`config.mk`:
```
export PLATFORM = sky130hd
export DESIGN_NAME = ibcs_queue
export DESIGN_NICKNAME = d
export VERILOG_FILES = /design/src/ibcs_pkg.sv /design/src/ibcs_queue.sv
export SDC_FILE = /design/constraint.sdc
export NUM_CORES = 1
export LEC_CHECK = 0
export ABC_AREA = 0
export BUFFER_PORTS_ARGS = -buffer_cell sky130_fd_sc_hd__clkbuf_2
export CORE_MARGIN = 1
export CORE_UTILIZATION = 35
export CTS_BUF_LIST = sky130_fd_sc_hd__clkbuf_8
export DETAILED_ROUTE_END_ITERATION = 7
export PLACE_DENSITY = 0.52
export SLEW_MARGIN = 5
export SYNTH_ARGS = -nofsm -noshare
export SYNTH_HDL_FRONTEND = slang
export SYNTH_SLANG_ARGS = --single-unit
```
`constraint.sdc`:
```
create_clock -name clk_i -period 4.1 [get_ports clk_i]
set_input_delay 0 -clock clk_i [delete_from_list [all_inputs] [get_ports clk_i]]
set_output_delay 0 -clock clk_i [all_outputs]
set_load 0.05 [all_outputs]
```
`src/ibcs_pkg.sv`:
```
// ----------------------------------------------------------------------------
// ibcs_pkg: shared types and constants
// Payload structs, queue entry, offset bundle and register codes of the IMU
// bias calibration and scaling block.
// ----------------------------------------------------------------------------
`timescale 1ns / 1ps
`default_nettype none

package ibcs_pkg;

  localparam int unsigned CAL_SAMPLES_DEF = 100;

  localparam int unsigned RAW_W      = 16;
  localparam int unsigned RES_W      = 24;
  localparam int unsigned GAIN_W     = 16;
  localparam int unsigned GRAV_W     = 15;
  localparam int unsigned AXES       = 6;
  localparam int unsigned CFG_IDX_W  = 2;
  localparam int unsigned CFG_DATA_W = 16;
  localparam int unsigned QDEPTH     = 4;
  localparam int unsigned SHIFT      = 8;

  // lane of the accelerometer z axis
  localparam int unsigned ACCEL_Z    = 5;

  localparam logic [GRAV_W-1:0] GRAVITY_RST    = 15'd16384;
  localparam logic [GAIN_W-1:0] ACCEL_GAIN_RST = 16'd10026;
  localparam logic [GAIN_W-1:0] GYRO_GAIN_RST  = 16'd17854;

  typedef enum logic [CFG_IDX_W-1:0] {
    CFG_GRAVITY    = 2'd0,
    CFG_ACCEL_GAIN = 2'd1,
    CFG_GYRO_GAIN  = 2'd2
  } cfg_idx_e;

  typedef struct packed {
    logic signed [RAW_W-1:0] rate_x_raw;
    logic signed [RAW_W-1:0] rate_y_raw;
    logic signed [RAW_W-1:0] rate_z_raw;
    logic signed [RAW_W-1:0] accel_x_raw;
    logic signed [RAW_W-1:0] accel_y_raw;
    logic signed [RAW_W-1:0] accel_z_raw;
  } sample_t;

  typedef struct packed {
    logic                    calibrating;
    logic signed [RES_W-1:0] rate_x;
    logic signed [RES_W-1:0] rate_y;
    logic signed [RES_W-1:0] rate_z;
    logic signed [RES_W-1:0] accel_x;
    logic signed [RES_W-1:0] accel_y;
    logic signed [RES_W-1:0] accel_z;
  } result_t;

  // lanes 0..2 gyro x/y/z, lanes 3..5 accel x/y/z
  typedef logic [AXES-1:0][RAW_W-1:0] axes_t;

  typedef struct packed {
    logic  cal;
    axes_t raw;
  } entry_t;

  typedef struct packed {
    logic  valid;
    axes_t off;
  } offs_t;

endpackage

`default_nettype wire

```
`src/ibcs_queue.sv`:
```
// ----------------------------------------------------------------------------
// ibcs_queue: request queue between intake and scaling
// Small FIFO; push and pop may happen in the same cycle.
// ----------------------------------------------------------------------------
`timescale 1ns / 1ps
`default_nettype none

module ibcs_queue (
  input  wire logic             clk_i,
  input  wire logic             rst_ni,
  input  wire logic             push_i,
  input  wire ibcs_pkg::entry_t entry_i,
  output logic                  full_o,
  input  wire logic             pop_i,
  output logic                  head_valid_o,
  output ibcs_pkg::entry_t      head_o
);

  localparam int unsigned PTR_W = $clog2(ibcs_pkg::QDEPTH);
  localparam int unsigned CNT_W = $clog2(ibcs_pkg::QDEPTH + 1);

  ibcs_pkg::entry_t  mem_q [ibcs_pkg::QDEPTH];
  logic [PTR_W-1:0]  wr_ptr_q, rd_ptr_q;
  logic [CNT_W-1:0]  cnt_q;
  logic              do_push, do_pop;

  assign full_o       = (cnt_q == CNT_W'(ibcs_pkg::QDEPTH));
  assign head_valid_o = (cnt_q != '0);
  assign head_o       = mem_q[rd_ptr_q];
  assign do_push      = push_i && !full_o;
  assign do_pop       = pop_i && head_valid_o;

  always_ff @(posedge clk_i) begin
    if (do_push) begin
      mem_q[wr_ptr_q] <= entry_i;
    end
  end

  always_ff @(posedge clk_i or negedge rst_ni) begin
    if (!rst_ni) begin
      wr_ptr_q <= '0;
      rd_ptr_q <= '0;
      cnt_q    <= '0;
    end else begin
      if (do_push) begin
        wr_ptr_q <= wr_ptr_q + PTR_W'(1);
      end
      if (do_pop) begin
        rd_ptr_q <= rd_ptr_q + PTR_W'(1);
      end
      if (do_push && !do_pop) begin
        cnt_q <= cnt_q + CNT_W'(1);
      end else if (do_pop && !do_push) begin
        cnt_q <= cnt_q - CNT_W'(1);
      end
    end
  end

endmodule

`default_nettype wire

```
# Word level (Yosys, flattened, before mapping)
# Memory sizes are Yosys's and may differ from the RTL's.
# Cells that the tools add are included.
# Widths: inputs -> output; s select.
[op_classes]
n_addsub = 4
n_eq_ne = 1
n_mux = 4
n_reduce_logical = 9
[ops]
columns = ["operator", "n"]
rows = [
  ["$mux 3", 2],
  ["$add 2x1->2 const B", 2],
  ["$logic_and 1x1->1", 4],
  ["$add 3x1->3 const B", 1],
  ["$eq 3x3->1 const B", 1],
  ["$logic_not 1->1", 3],
  ["$reduce_bool 3->1", 1],
  ["$sub 3x1->3 const B", 1],
  ["$mux 1", 2],
  ["$reduce_bool 2->1", 1],
]
[totals]
register_bits = 7
mem_count = 1
elab_cells = 22
ramBits = 388
input_bits = 101
out_inout_bits = 99
[memory_table]
columns = ["memory", "words", "word_bits", "rd", "rd_clocked_by_memory_dff", "write_ports", "line", "text"]
rows = [
  ["mem_q", 4, 97, 1, 0, 1, "ibcs_queue.sv:22", "ibcs_pkg::entry_t mem_q [ibcs_pkg::QDEPTH];"],
]

# Logic depth before layout (Yosys ltp)
# Gate-level depths: netlist of the first run.
[logic_depth]
depth_word = 7
depth_mapped = 9
mapped_depth_nobuf = 8

# Worst setup path before layout of the first run
# OpenSTA, ideal clock, no wires.
[synth_timing]
kind = "register -> register"
start = "reg cnt_q[2]"
end = "mem mem_q[0][0] (netlist name) (enable)"
t_arrival_ns = 3.180
period_less_slack_ns = 3.647
path_buffers = 1
setup_slack_ns = 0.453
required_ns = 3.633
stages_incl_launch_ff = 5
setup_ns = 0.467
cell_sequence = "dfrtp_1 -> nor3b_2 -> nor2b_1 -> buf_2 -> and2_1"
[synth_via]
elab_chain_cells = 5
[synth_rtl]
columns = ["item", "line", "text"]
rows = [
  ["start: declaration", "ibcs_queue.sv:24", "logic [CNT_W-1:0] cnt_q;"],
  ["start signal: assignment", "ibcs_queue.sv:52", "cnt_q <= cnt_q + CNT_W'(1);"],
  ["start signal: assignment", "ibcs_queue.sv:54", "cnt_q <= cnt_q - CNT_W'(1);"],
  ["$eq 3x3->1", "ibcs_queue.sv:27", "assign full_o = (cnt_q == CNT_W'(ibcs_pkg::QDEPTH));"],
  ["net full_o", "ibcs_queue.sv:13", "output logic full_o,"],
  ["$logic_not 1->1", "ibcs_queue.sv:30", "assign do_push = push_i && !full_o;"],
  ["$logic_and 1x1->1", "ibcs_queue.sv:30", ""],
  ["net do_push", "ibcs_queue.sv:25", "logic do_push, do_pop;"],
  ["$mux 1", "ibcs_queue.sv:34", "if (do_push) begin"],
  ["$mux 1 (not written as such)", "ibcs_queue.sv:35", "mem_q[wr_ptr_q] <= entry_i;"],
  ["end: declaration", "ibcs_queue.sv:22", ""],
]
# The timed path passes the listed nets, and every way through them passes these cells.

==> run metrics, run 1 <==
root buf cell=clkbuf_8; IO buf count=roughly 200; RSZ-0062 raised after global routing=false; CTS H-tree depth=2; initial antenna violation count=3; # rows=73; Hold Violations, Final=0; DR pass1 iterations=4; CTS Buffer Depth=3; slew of the pin with the lowest slew margin=0.833 ns; height of the die=between 200 and 250 um; Area contributors post-synth=edfxtp_1, mux4_2, dfrtp_1; met1 Use GR=roughly 17%; Avg WL per Cell=slightly above 20 um; R2R Setup Slk=approximately 1.6 ns; min Tclk post-route=just under 3 ns; peak supply drop=469 uV; Initial DRC Count=roughly 320; kind of critical path=flip-flop to output pin; Reg-to-Reg End=mem_q[2][64]; cts bufs inserted=a little over 60; setup TNS=0 ns; routability cong.=0.722; Max Cap Violations=0; Yosys reg bits=395; Detailed Route WL=between 20 and 30 mm; Setup-failing EPs final=0; Final ANT Viol Nets=0; clock sinks=395; Avg Cell Area, Syn=around 27 um^2; GR Layer Usage met2=roughly a quarter; vias in the first global route=7,882; Hold Crit Class=input pin to flip-flop; Netlist cell types=22; Slew Limit Fails=0; nets=approximately 1,000; die area=roughly 42,000 um^2; CP Capture Type=output pin; CTS tree=yes; # fillers=~3,500; postcts setup bufs=0; fin area=~18,000 um^2; grt peak-use layer=met2; Yosys Warn Count=0; Setup crit start kind=flip-flop; sequential area share after synthesis=around 82%; largest net degree at the start of global routing=between 60 and 70; Synth top area share=~80%; HPWL Detailed=17.7 mm; worst-path maximum fanout=36; fmax=343 MHz; Rel. slew slack=about 44%; Clock transition at path regs=~0.070 ns; Die X=just over 200 um; layout cells sized above 1=roughly 43%; Synth Instances=542; DP Area=16,100 um^2; synth-to-layout area growth=27.1%; Vias=6,911; Core ar.=around 40,000 um^2; Avg Vias per Cell=4.71; leading area contributor after synthesis=edfxtp_1; Final Core Density=45.5%; Reg area=11,800 um^2; CP Data Required Time=4.10 ns; GRT Total Usage=approximately 14%; I/O pin count=200; clk_lat worst skew=0.62 ns; post-synth net total=between 600 and 700; Worst EP arrival=~3 ns; initial core utilization=between 30% and 40%; Power Dens Cells=about 800 nW/um^2; GRT overflow=0; crit path from=rd_ptr_q[0]; final setup skew=about 0.033 ns; start of the worst register-to-register path=cnt_q[2]; Pleak=~6.4 nW; met3 Resource Use GR=under 10%; Worst Setup EP=head_o[86]; multi-input logic area=about 2400 um^2; first-pass GRT wire length=about 45 mm; R2R depth=4; Remaining DRCs=0; Syn Std Cell Area=between 10,000 and 15,000 um^2; Final period util=a little under three quarters; status=finished, final reports clean
==> repair_timing <==
item                      CTS  global route
hold buffers              101             0
hold endpoints to repair  402             0
gates resized for setup     0             0
==> cell usage after synthesis (all sizes together) <==
library cell / instances
inv: 3
xor2: 2
buf: 17
edfxtp: 388
nor2: 1
mux4: 97
fa: 1
nor2b: 1
or3: 1
clkbuf: 6
ha: 5
dfrtp: 7
and2: 4
nand3: 1
mux2: 2
xnor2: 4
nor3b: 1
nand2: 1
==> routing by layer <==
metal / share of wire, % / up-vias
met5: 0.044 / -
li1: - / 3059
met3: 6.0 / 56
met1: 40 / 3606
met4: 2.3 / 2
met2: 51 / 188
==> power by group <==
part	switching, mW	internal (mW)	total (mW)
logic	3.89	1.68	5.56
clock network	1.48	1.79	3.28
registers	0.381	5.34	5.72
total	5.75	8.81	14.6
==> cells by family (layout without fill, tap and decap cells) <==
| family | count (synthesis) | in the layout | share of synthesized area, % |
|---|---|---|---|
| adders and majority gates | 6 | 6 | 0.573 |
| xor gates and xnor gates | 6 | 6 | 0.365 |
| and+or+nand+nor | 10 | 10 | 0.434 |
| DFF | 395 | 395 | 82.1 |
| muxes | 99 | 99 | 15.3 |
| other | 0 | 2 | 0 |
| buffers and inverters | 26 | 425 | 1.18 |
==> state kept, by name, summed over array words and instances, names as in the netlist <==
register / cells
cnt_q: 3
mem_q: 388
rd_ptr_q: 2
wr_ptr_q: 2
==> worst min path at each step <==
stage                      startpoint           end  slack (ns)  depth (start not counted)
after floorplan                rst_ni      cnt_q[0]       -0.30                          0
after CTS                 entry_i[32]  mem_q[2][32]        0.07                          2
after global placement         rst_ni   rd_ptr_q[0]       -0.16                          1
after detailed placement       rst_ni   rd_ptr_q[0]       -0.15                          1
final                     entry_i[56]  mem_q[0][56]        0.14                          2
after global routing      entry_i[32]  mem_q[2][32]        0.09                          2
==> placed cells by master (no fill, tap or decap), drive strengths merged <==
cell type	count
and2	4
buf	11
bufinv	6
clkbuf	261
clkinv	27
clkinvlp	2
dfrtp	7
diode	2
dlygate4sd3	101
edfxtp	388
fa	1
ha	5
inv	17
mux2	2
mux4	97
nand2	1
nand3	1
nor2	1
nor2b	1
nor3b	1
or3	1
xnor2	4
xor2	2
==> area by class of cell <==
class                   count  area share (%)
diodes                      2          0.0273
well taps                 525            3.59
multi-input cells         121            13.2
flip-flops and latches    395            64.6
repair buffers            311            11.8
inverters                   3          0.0615
clock buffers              62            4.66
clock inverters            49            2.06
==> per-stage QoR <==
stage	setup slack [ns]	power (mW)	hold WS (ns)	instances
5_1_grt	0.906	15.2	0.0886	1468
4_1_cts	1.02	14.8	0.0742	1466
3_3_place_gp	1.59	11.3	-0.160	1254
3_5_place_dp	1.55	11.4	-0.153	1254
6_report	1.18	14.6	0.137	1468
2_1_floorplan	0.453	10.1	-0.296	542
==> worst max-delay path, cell delays in order (launching register included) <==
cell and delay [ns]:
dfrtp_4 0.94, buf_4 0.53, mux4_2 0.58, clkbuf_2 0.26
(Power assumes the default switching activity.)
==> run 2: changes to the inputs <==
Clock period 4.1 ns to 3 ns, I/O delays scaled along.
==> run 2 against run 1 <==
  * Sequential power increased by 35%
  * Cell count is 0.89% higher
  * Largest power group is now combinational logic
  * Register-to-register slack lost 0.90 ns
  * Sequential cell count is the same
  * Critical path type unchanged
  * Sequential share of layout area is 0.53 points lower
  * Clock power increased by 36%
  * Clock skew is 0.010 ns lower
==> run metrics, run 2 (synthesis gave the netlist of run 1 again) <==
Slew Limit Fails=0 (unchanged); Final period util=a little under nine tenths; Hold Path Sink=mem_q[2][96]; Overall Power=20.0 mW (+37%); CTS H-tree depth=3 (+1); worst-path maximum fanout=35 (-2.8%); most frequent cells in the layout=edfxtp_1, clkbuf_2, dlygate4sd3_1, mux4_2, clkbuf_8; kind of critical path=flip-flop to output pin; Worst path slowest cell=dfrtp_4; R2R Setup Slk=0.71 ns (-0.90 ns); layout cells sized above 1=42.7% (+0.11 points); Clock transition at path regs=0.06 ns (about the same); vias in the first global route=7,929 (+0.60%); start of the worst register-to-register path=cnt_q[2]; RSZ-0062 raised after global routing=false; IO buf count=199 (unchanged); GRT overflow=0 (unchanged); worst path cell trace=buf_12 -> mux4_2 -> clkbuf_2; max FFs per register=388 (unchanged); Initial DRC Count=324 (unchanged); CTS tree=yes; Avg Vias per Cell=4.69 (-0.42%); HPWL Detailed=18.1 mm (+2.1%); fmax=just under 400 MHz; Avg WL per Cell=19.9 um (-1.5%); height of the die=205 um (unchanged); DR pass1 iterations=7 (+3); # fillers=3,456 (-0.029%); Die X=205 um (unchanged); first-pass GRT wire length=45.1 mm (-0.26%); CP Data Required Time=3.00 ns (-1.10 ns); Core ar.=40,200 um^2 (unchanged); Max Cap Violations=0 (unchanged); clock sinks=395 (unchanged); Hold Crit Class=input pin to flip-flop; largest net degree at the start of global routing=52 (-17%); Setup crit start kind=flip-flop; root buf cell=clkbuf_8; Vias=6,943 (+0.46%); min Tclk post-route=about 2.6 ns; most common cell after layout, fill and taps aside=edfxtp_1; Hold Path Cell Cnt=2 (unchanged); delay of the slowest critical-path stage=0.73 ns (-0.21 ns); HP Start=entry_i[96]; clk_lat worst skew=0.61 ns (about the same); Power Dens Cells=1080 nW/um^2 (+36%); initial core utilization=35.8% (unchanged); cts bufs inserted=68 (+11%); Final ANT Viol Nets=0 (unchanged); CP Capture Type=output pin; I/O pin count=200 (unchanged); initial antenna violation count=1 (-2); Detailed Route WL=29.5 mm (-0.59%); CTS Buffer Depth=3 (unchanged); synth-to-layout area growth=28.1%; Hold Violations, Final=0 (unchanged); Placed Cells=1,262 (+0.64%); die area=42,000 um^2 (unchanged); R2R depth=8 (+4); peak supply drop=658 uV (+40%); Rel. slew slack=60.6% (+16 points); multi-input logic area=2410 um^2 (unchanged); Worst EP arrival=2.56 ns (-0.36 ns); GRT Total Usage=14.6% (+0.091 points); # rows=73 (unchanged); Largest regs=mem_q (388), cnt_q (3); routability cong.=0.723 (+0.25%); status=finished, final reports clean; Reg-to-Reg End=cnt_q[2]; slew of the pin with the lowest slew margin=0.591 ns (-0.242 ns); fin area=18,500 um^2 (+0.82%); final setup skew=0.0226 ns (-0.0101 ns); Top reg by flops=mem_q; Setup-failing EPs final=0 (unchanged); Reg area=11,800 um^2 (unchanged); Pleak=6.45 nW (+1.2%); DP Area=16,200 um^2 (+0.84%); Final Non-Filler Cells=1,481 (+0.89%); setup TNS=0 ns (unchanged); Remaining DRCs=0 (unchanged); nets=1,015 (+1.5%)
run 2: cell type report:
| cell class | instances | area share (%) |
|---|---|---|
| Timing Repair Buffer | 319 | 12.4 |
| Clock inverter | 47 | 1.55 |
| Tap cell | 525 | 3.56 |
| Antenna cell | 1 | 0.0136 |
| Inverter | 3 | 0.0610 |
| Sequential cell | 395 | 64.1 |
| Multi-Input combinational cell | 121 | 13.1 |
| Clock buffer | 70 | 5.22 |
run 2: worst max-delay path by stage:
stage / from / depth (start not counted) / to
2_1_floorplan: cnt_q[0] / 4 / mem_q[0][0]
4_1_cts: rd_ptr_q[0] / 3 / head_o[31]
6_report: rd_ptr_q[0] / 3 / head_o[31]
5_1_grt: rd_ptr_q[0] / 3 / head_o[31]
3_3_place_gp: cnt_q[2] / 8 / cnt_q[2]
3_5_place_dp: cnt_q[2] / 4 / mem_q[1][51]
run 2: worst max-delay path, delay by kind of cell (launching register included):
family                 cells  cell delay, ns
muxes                      1            0.60
DFF                        1            0.73
buffers and inverters      2            0.61
run 2: layer usage:
layer | share of wire (%) | global-route usage, % | routed length [um] | up-vias
li1 | - | - | - | 3084
met1 | 40 | 16.9 | 11800 | 3618
met2 | 52 | 25.2 | 15400 | 181
met3 | 5.4 | 4.25 | 1600 | 60
met4 | 2.5 | 5.86 | 730 | 0
met5 | 0 | 0 | 0 | -
run 2: repair_timing:
action                    CTS  global route
hold buffers              101             0
hold endpoints to repair  401             0
gates resized for setup     0             0
buffers inserted            0             0
run 2: through the flow:
| step | setup WS, ns | hold WS, ns | utilization, % |
|---|---|---|---|
| global placement | 0.817 | -0.152 | 40.3 |
| floorplan | 0.421 | -0.296 | - |
| global route | 0.241 | 0.130 | 45.9 |
| CTS | 0.316 | 0.101 | 45.9 |
| detailed placement | 0.705 | -0.143 | 40.3 |
| finish | 0.438 | 0.164 | 45.9 |
run 2: power breakdown:
| part | internal [mW] | leakage (nW) | switching [mW] |
|---|---|---|---|
| sequential | 7.29 | 3.63 | 0.437 |
| clock | 2.42 | 0.694 | 2.05 |
| combinational | 2.40 | 2.12 | 5.40 |
